## src/rtl/core/gspm_pkg.sv

```systemverilog
`timescale 1ns / 1ps
// ----------------------------------------------------------------------------
// gspm_pkg
// Types, constants and packet tables of the gamepad serial poll master.
// ----------------------------------------------------------------------------
package gspm_pkg;

   typedef enum logic [2:0] {
      PH_IDLE  = 3'd0,
      PH_PRE   = 3'd1,
      PH_LOW   = 3'd2,
      PH_HIGH  = 3'd3,
      PH_GAP   = 3'd4,
      PH_INTER = 3'd5,
      PH_DONE  = 3'd6
   } phase_type;

   localparam logic [1:0] REQ_NONE = 2'd0;
   localparam logic [1:0] REQ_POLL = 2'd1;
   localparam logic [1:0] REQ_INIT = 2'd2;

   localparam int unsigned CSR_INDEX_W = 2;
   localparam logic [CSR_INDEX_W-1:0] CSR_CLOCK_LOW  = 2'd0;
   localparam logic [CSR_INDEX_W-1:0] CSR_CLOCK_HIGH = 2'd1;
   localparam logic [CSR_INDEX_W-1:0] CSR_BYTE_GAP   = 2'd2;

   localparam logic [7:0] CLOCK_LOW_RESET  = 8'd4;
   localparam logic [7:0] CLOCK_HIGH_RESET = 8'd1;
   localparam logic [7:0] BYTE_GAP_RESET   = 8'd4;

   localparam int unsigned RX_DEPTH = 9;

   localparam logic [1:0] PKT_POLL = 2'd0;
   localparam logic [1:0] PKT_LAST = 2'd3;

   function automatic logic [3:0] pkt_len(input logic [1:0] pkt);
      logic [3:0] len;
      unique case (pkt)
         2'd1:    len = 4'd5;
         default: len = 4'd9;
      endcase
      return len;
   endfunction

   function automatic logic [7:0] pkt_byte(input logic [1:0] pkt, input logic [3:0] idx);
      logic [7:0] val;
      val = 8'h00;
      if (idx == 4'd0) begin
         val = 8'h01;
      end else if (idx == 4'd1) begin
         unique case (pkt)
            2'd0:    val = 8'h42;
            2'd2:    val = 8'h44;
            default: val = 8'h43;
         endcase
      end else if (idx == 4'd3) begin
         val = (pkt == 2'd1 || pkt == 2'd2) ? 8'h01 : 8'h00;
      end else if (idx == 4'd4) begin
         unique case (pkt)
            2'd2:    val = 8'h03;
            2'd3:    val = 8'h5A;
            default: val = 8'h00;
         endcase
      end else if (idx >= 4'd5 && idx <= 4'd8) begin
         val = (pkt == 2'd3) ? 8'h5A : 8'h00;
      end
      return val;
   endfunction

endpackage

```

## src/rtl/core/gamepad_serial_poll_master.sv

```systemverilog
`timescale 1ns / 1ps
// ----------------------------------------------------------------------------
// gamepad_serial_poll_master
// Full-duplex serial gamepad bus master, one time-base tick per transfer.
// ----------------------------------------------------------------------------
// Each request transfer is one tick of the bus time base: the block takes
// one every clock cycle unless stalled and returns one response transfer
// per tick in the next cycle, from a single output register; a new tick
// is taken while the previous response waits as long as that register is
// being emptied in the same cycle. The line levels in a response reflect
// the sequencer state at the start of that tick, and the queries read the
// received bytes as they stood before it. A poll (req_type 1) waits one
// byte gap with attention low, sends 01 42 and seven zeros LSB first and
// stores the nine replies; init (req_type 2) follows the poll with
// enter-config, lock-analog and exit-config packets. Requests while busy
// are dropped. Timing registers count ticks; zero acts as one.
module gamepad_serial_poll_master
   import gspm_pkg::*;
(
   input  logic                   clock,
   input  logic                   reset,
   input  logic                   req_valid,
   output logic                   req_stall,
   input  logic [1:0]             req_type,
   input  logic                   req_data_bit,
   input  logic [15:0]            req_button_mask,
   input  logic [3:0]             req_stick_index,
   output logic                   rsp_valid,
   input  logic                   rsp_stall,
   output logic                   rsp_clock_out,
   output logic                   rsp_command_out,
   output logic                   rsp_attention_out,
   output logic                   rsp_busy_res,
   output logic                   rsp_done_res,
   output logic                   rsp_button_pressed,
   output logic [7:0]             rsp_stick_value,
   input  logic                   csr_valid,
   output logic                   csr_ready,
   input  logic [CSR_INDEX_W-1:0] csr_index,
   input  logic [7:0]             csr_wdata
);

   logic [7:0] clock_low_ff, clock_high_ff, byte_gap_ff;

   phase_type  phase_ff, phase_in;
   logic [7:0] tick_ff, tick_in;
   logic [2:0] bit_ff, bit_in;
   logic [3:0] byte_ff, byte_in;
   logic [1:0] pkt_ff, pkt_in;
   logic       init_ff, init_in;
   logic [7:0] tx_ff, tx_in;
   logic [7:0] rx_ff, rx_in;
   logic [7:0] rx_bytes_ff [RX_DEPTH];
   logic       store_en;

   logic       rsp_valid_ff, rsp_valid_in;
   logic       clk_ff, cmd_ff, att_ff, busy_ff, done_ff, pressed_ff;
   logic [7:0] stick_ff;
   logic       clk_in, cmd_in, att_in, busy_in, done_in, pressed_in;
   logic [7:0] stick_in;

   logic       accept;
   logic [7:0] lim_low, lim_high, lim_gap;
   logic [8:0] tick_next;
   logic       exp_low, exp_high, exp_gap;
   logic [3:0] byte_next;
   logic [1:0] pkt_next;

   assign csr_ready = 1'b1;
   assign req_stall = rsp_valid_ff & rsp_stall;
   assign accept    = req_valid & ~req_stall;

   always_ff @(posedge clock) begin
      if (reset) begin
         clock_low_ff  <= CLOCK_LOW_RESET;
         clock_high_ff <= CLOCK_HIGH_RESET;
         byte_gap_ff   <= BYTE_GAP_RESET;
      end else if (csr_valid && csr_ready) begin
         unique case (csr_index)
            CSR_CLOCK_LOW:  clock_low_ff  <= csr_wdata;
            CSR_CLOCK_HIGH: clock_high_ff <= csr_wdata;
            CSR_BYTE_GAP:   byte_gap_ff   <= csr_wdata;
            default: ;
         endcase
      end
   end

   assign lim_low   = (clock_low_ff  == 8'd0) ? 8'd1 : clock_low_ff;
   assign lim_high  = (clock_high_ff == 8'd0) ? 8'd1 : clock_high_ff;
   assign lim_gap   = (byte_gap_ff   == 8'd0) ? 8'd1 : byte_gap_ff;
   assign tick_next = {1'b0, tick_ff} + 9'd1;
   assign exp_low   = tick_next >= {1'b0, lim_low};
   assign exp_high  = tick_next >= {1'b0, lim_high};
   assign exp_gap   = tick_next >= {1'b0, lim_gap};
   assign byte_next = byte_ff + 4'd1;
   assign pkt_next  = pkt_ff + 2'd1;

   // sequencer next state
   always_comb begin
      phase_in = phase_ff;
      tick_in  = tick_ff;
      bit_in   = bit_ff;
      byte_in  = byte_ff;
      pkt_in   = pkt_ff;
      init_in  = init_ff;
      tx_in    = tx_ff;
      rx_in    = rx_ff;
      store_en = 1'b0;
      unique case (phase_ff)
         PH_PRE, PH_INTER: begin
            if (exp_gap) begin
               phase_in = PH_LOW;
               tick_in  = 8'd0;
            end else begin
               tick_in = tick_next[7:0];
            end
         end
         PH_LOW: begin
            if (exp_low) begin
               rx_in    = rx_ff | (8'({req_data_bit}) << bit_ff);
               phase_in = PH_HIGH;
               tick_in  = 8'd0;
            end else begin
               tick_in = tick_next[7:0];
            end
         end
         PH_HIGH: begin
            if (exp_high) begin
               tick_in = 8'd0;
               tx_in   = {1'b1, tx_ff[7:1]};
               if (bit_ff == 3'd7) begin
                  store_en = (pkt_ff == PKT_POLL) && (byte_ff < 4'(RX_DEPTH));
                  bit_in   = 3'd0;
                  phase_in = PH_GAP;
               end else begin
                  bit_in   = bit_ff + 3'd1;
                  phase_in = PH_LOW;
               end
            end else begin
               tick_in = tick_next[7:0];
            end
         end
         PH_GAP: begin
            if (exp_gap) begin
               tick_in = 8'd0;
               byte_in = byte_next;
               if (byte_next < pkt_len(pkt_ff)) begin
                  tx_in    = pkt_byte(pkt_ff, byte_next);
                  rx_in    = 8'd0;
                  phase_in = PH_LOW;
               end else if (init_ff && pkt_ff != PKT_LAST) begin
                  pkt_in   = pkt_next;
                  byte_in  = 4'd0;
                  tx_in    = pkt_byte(pkt_next, 4'd0);
                  rx_in    = 8'd0;
                  phase_in = PH_INTER;
               end else begin
                  phase_in = PH_DONE;
               end
            end else begin
               tick_in = tick_next[7:0];
            end
         end
         default: begin
            if (req_type == REQ_POLL || req_type == REQ_INIT) begin
               init_in  = (req_type == REQ_INIT);
               phase_in = PH_PRE;
               tick_in  = 8'd0;
               bit_in   = 3'd0;
               byte_in  = 4'd0;
               pkt_in   = PKT_POLL;
               tx_in    = pkt_byte(PKT_POLL, 4'd0);
               rx_in    = 8'd0;
            end else begin
               phase_in = PH_IDLE;
            end
         end
      endcase
   end

   // response fields from the state at the start of the tick
   always_comb begin
      clk_in  = 1'b1;
      cmd_in  = 1'b1;
      att_in  = 1'b1;
      busy_in = 1'b0;
      done_in = 1'b0;
      unique case (phase_ff)
         PH_PRE, PH_GAP: begin
            att_in  = 1'b0;
            busy_in = 1'b1;
         end
         PH_LOW: begin
            clk_in  = 1'b0;
            cmd_in  = tx_ff[0];
            att_in  = 1'b0;
            busy_in = 1'b1;
         end
         PH_HIGH: begin
            cmd_in  = tx_ff[0];
            att_in  = 1'b0;
            busy_in = 1'b1;
         end
         PH_INTER: busy_in = 1'b1;
         PH_DONE:  done_in = 1'b1;
         default: ;
      endcase
      pressed_in = |(~{rx_bytes_ff[4], rx_bytes_ff[3]} & req_button_mask);
      stick_in   = (req_stick_index < 4'(RX_DEPTH)) ? rx_bytes_ff[req_stick_index] : 8'd0;
   end

   always_ff @(posedge clock) begin
      if (reset) begin
         phase_ff <= PH_IDLE;
         tick_ff  <= 8'd0;
         bit_ff   <= 3'd0;
         byte_ff  <= 4'd0;
         pkt_ff   <= 2'd0;
         init_ff  <= 1'b0;
         tx_ff    <= 8'hFF;
         rx_ff    <= 8'd0;
         for (int i = 0; i < RX_DEPTH; i++) begin
            rx_bytes_ff[i] <= 8'hFF;
         end
      end else if (accept) begin
         phase_ff <= phase_in;
         tick_ff  <= tick_in;
         bit_ff   <= bit_in;
         byte_ff  <= byte_in;
         pkt_ff   <= pkt_in;
         init_ff  <= init_in;
         tx_ff    <= tx_in;
         rx_ff    <= rx_in;
         if (store_en) begin
            rx_bytes_ff[byte_ff] <= rx_ff;
         end
      end
   end

   assign rsp_valid_in = accept | (rsp_valid_ff & rsp_stall);

   always_ff @(posedge clock) begin
      if (reset) begin
         rsp_valid_ff <= 1'b0;
      end else begin
         rsp_valid_ff <= rsp_valid_in;
      end
   end

   always_ff @(posedge clock) begin
      if (accept) begin
         clk_ff     <= clk_in;
         cmd_ff     <= cmd_in;
         att_ff     <= att_in;
         busy_ff    <= busy_in;
         done_ff    <= done_in;
         pressed_ff <= pressed_in;
         stick_ff   <= stick_in;
      end
   end

   assign rsp_valid          = rsp_valid_ff;
   assign rsp_clock_out      = clk_ff;
   assign rsp_command_out    = cmd_ff;
   assign rsp_attention_out  = att_ff;
   assign rsp_busy_res       = busy_ff;
   assign rsp_done_res       = done_ff;
   assign rsp_button_pressed = pressed_ff;
   assign rsp_stick_value    = stick_ff;

endmodule

```

## config.mk

```make
export PLATFORM = sky130hd
export DESIGN_NAME = gamepad_serial_poll_master
export DESIGN_NICKNAME = d
export VERILOG_FILES = /design/src/rtl/core/gspm_pkg.sv /design/src/rtl/core/gamepad_serial_poll_master.sv
export SDC_FILE = /design/constraint.sdc
export NUM_CORES = 1
export LEC_CHECK = 0
export CAP_MARGIN = 20
export CORE_MARGIN = 4
export CORE_UTILIZATION = 55
export CTS_CLUSTER_DIAMETER = 120
export CTS_CLUSTER_SIZE = 30
export DETAILED_ROUTE_END_ITERATION = 8
export DONT_BUFFER_PORTS = 1
export HOLD_SLACK_MARGIN = 0.02
export PLACE_DENSITY_LB_ADDON = 0.1
export SLEW_MARGIN = 10
export SYNTH_ARGS = -nofsm -noshare
export SYNTH_HDL_FRONTEND = slang
export SYNTH_SLANG_ARGS = --single-unit
```

## constraint.sdc

```tcl
create_clock -name clock -period 4.1 [get_ports clock]
set_input_delay 0.82 -clock clock [delete_from_list [all_inputs] [get_ports clock]]
set_output_delay 0.82 -clock clock [all_outputs]
set_load 0.02 [all_outputs]
```

==> flow_metrics.tcl <==
set metrics [dict create \
    global_route.overflow_total 0 \
    hold_depth 1 \
    r2r_start "tick_ff[0]" \
    vdd_drop_max_mv 0.281 \
    reg2reg_slack_ns 0.35 \
    tritoncts "built" \
    timing.final.setup_violations 0 \
    most_frequent_cell_after_synthesis "nand2_1" \
    grt_setup_unrepaired "false" \
    end_kind "flip-flop" \
    syn_area_sq_um 7730 \
    cp_data_arrival_time_ns 3.87 \
    synth_async_sr_flop_share_pct 0 \
    rr_endpoint "rx_bytes_ff[5][4]" \
    placement.io_buffers 0 \
    seq_total_area_yosys_pct 49.4 \
    numCtsBuffers 17 \
    slew_at_the_pin_with_the_worst_max_slew_slack_ns 0.731 \
    fp.dieH_microns 127 \
    dieArea_sq_um 16000 \
    io_pins 55 \
    synth.cells.most_frequent "122 x nand2_1, 86 x edfxtp_1, 62 x dfxtp_1" \
    static-leakage-power_nw 3.21 \
    power_density_nw_per_um2 443 \
    drtPass1Iterations 5 \
    min-delay-start "reset" \
    detail_route.iter0.violations 549 \
    design.final.nets 844 \
    worst_setup_path_start_kind "flip-flop" \
    antenna_violating_nets_post_route 0 \
    maxSlewHeadroom_pct 51.1 \
    htreeDepth 4 \
    route.final.wire_length_microns 17900 \
    antenna_cells 0 \
    via_count 5705 \
    timing.critical_path.required_ns 4.22 \
    synth.net_count 858 \
    layout_worst_path_cycle_share_pct 91.5 \
    hold-path-endpoint "byte_gap_ff[7]" \
    synth.yosys.warnings 0 \
    rows 43 \
    postCtsSetupBuffers 0 \
    clk_latency_ns 0.43 \
    number_of_fill_cells 1127 \
    syn_area_per_cell_sq_um 9.94 \
    period_minus_slack_ns 3.75 \
    dp.final_hpwl_microns 13000 \
    worst-path-buf-inv 0 \
    grt_pass1_vias 5635 \
    layout_cells_sized_above_1_pct 10.4 \
    post-synth-top-area-fraction_pct 33.4 \
    post-synth-top-area-cell "edfxtp_1" \
    wire_length_of_the_first_global_routing_pass_microns 29100 \
    start_util_pct 55.9 \
    ys_ff_latch 148 \
    report.final.slew_viol_count 0 \
    critical_path_s_slowest_cell "dfxtp_1" \
    synth.distinct_cells 68 \
    path_common_cell "ha_1" \
    design.core.area_sq_um 13800 \
    drc 0 \
    cp_num_cells 10 \
    synth_cells 778 \
    synth_flop_cell "edfxtp_1" \
    r2r_cells 10 \
    synth.top_cells.by_area "edfxtp_1 33%, dfxtp_1 16%, ha_1 6.8%, nand2_1 5.9%, a21oi_1 3.2%" \
    clk_transition_reported_paths_ns 0.06 \
    grt_start_max_net_pins 57 \
    critical_path_peak_fanout 9 \
    final_hold_viol_count 0 \
    place_congestion 0.893 \
    crit_type "reg2reg" \
    layout-area-overhead-vs-synth_pct 9.19 \
    clock_sinks 148 \
    cp_slowest_stage_delay_ns 0.51 \
    hold_slack_ns 0.456 \
    run_status "finished, final reports clean" \
    synth-edff-count 86 \
    die_w_microns 127 \
    antenna_found_initial 0 \
    hold_path.class "in2reg" \
    postCtsResizedCells 0 \
    ctsRootBufferMaster "clkbuf_16" \
    timing.setup.tns_ns 0 \
    cap_viol_max_count 0 \
    wire_per_inst_microns 18.7 \
    fin_worst_skew_ns 0.0105 \
    grt.total_usage_pct 23.2 \
    startpoint "tick_ff[0]" \
    hold_buffer_count_at_cts 0 \
    post_drt_via_cell_ratio 5.96 \
    critical_path.cell_chain "ha_1 -> nand3_2 -> xnor2_1 -> ha_1 -> nand2_1 -> a211o_1 -> a2111oi_4 -> and3b_1 -> and2_1 -> or2_2" \
    cts_max_path_buffers 2 \
    fmaxAchievable_ghz 0.267 \
    critPathTopFamily "simple AND/OR/NAND/NOR gates" \
]
## worst reg2reg max path: cells and delay by family, from the launching register on
kind                     cells  cell delay, ns
AO/OA/AOI/OAI                2            0.83
XOR/XNOR                     1            0.44
adder cells (fa/ha/maj)      2            0.57
flip-flops                   1            0.51
AND/OR/NAND/NOR              5            1.10
## where the power goes
part	switching, W	internal, W
Clock	0.000655	0.000973
Sequential	0.0000760	0.00166
Combinational	0.000236	0.000144
## sequential cells by signal, summed over array words and instances, names as in the netlist, 2 cells and up
signal	flops
byte_gap_ff	8
byte_ff	4
tx_ff	8
tick_ff	8
phase_ff	3
clock_low_ff	8
rx_ff	8
rx_bytes_ff	72
clock_high_ff	8
bit_ff	3
rsp_stick_value	8
pkt_ff	2
## layer usage
metal	routed length, microns	vias to the layer above	track usage, %	part of all wire (%)
met1	7700	2708	29.7	43
li1	-	2750	-	-
met5	0	-	0	0
met4	397	0	9.78	2.2
met3	1020	32	4.76	5.7
met2	8800	215	38.3	49
## how the worst max path moves through the flow
stage	end	slack [ns]
detailed placement	rx_bytes_ff[4][6]	0.39
global placement	rx_bytes_ff[4][5]	0.54
floorplan	rx_bytes_ff[4][0]	0.94
CTS	rx_bytes_ff[4][0]	0.37
finish	rx_bytes_ff[5][4]	0.35
global route	rx_bytes_ff[4][0]	0.11
## cell usage in the layout (no fill, tap or decap), types with 10 or more instances in the layout
cell type,n
a211oi_1,10
a21oi_1,50
clkbuf_16,17
dfxtp_1,62
edfxtp_1,86
ha_1,42
inv_1,59
mux2i_1,18
nand2_1,122
nand2b_1,21
nand3_1,13
nor2_1,53
o21ai_0,23
o22ai_1,22
or2_2,11
## stage by stage
| stage | setup WS [ns] | instances | util, % | total power (W) | instance area (sq um) |
|---|---|---|---|---|---|
| after CTS | 0.371 | 957 | 61.1 | 0.00376 | 8440 |
| after global placement | 0.539 | 925 | 56.6 | 0.00213 | 7830 |
| final | 0.350 | 957 | 61.1 | 0.00374 | 8440 |
| after floorplan | 0.937 | 778 | - | 0.00206 | 7730 |
| after detailed placement | 0.391 | 925 | 56.6 | 0.00214 | 7830 |
| after global routing | 0.110 | 957 | 61.1 | 0.00388 | 8440 |
## layout make-up
type	instances	area (sq um)	share of cell area, %
Clock buffer	17	425	5.04
Clock inverter	15	194	2.30
Inverter	69	264	3.13
Multi-Input combinational cell	524	3480	41.2
Sequential cell	148	3820	45.3
Tap cell	180	225	2.67
Timing Repair Buffer	4	30.0	0.356
## kinds of logic (layout without fill, tap and decap cells)
family          Yosys count  after routing  synth area share (%)
other cells               1              1                0.0485
compound gates          155            155                  13.5
buf+inv                 106            105                  5.53
simple gates            283            283                  17.8
mux                      34             34                  5.82
fa+ha+maj                42             42                  6.79
flops                   148            148                  49.4
xor+xnor                  9              9                  1.02
No activity file was read; power rests on OpenSTA's default activity.
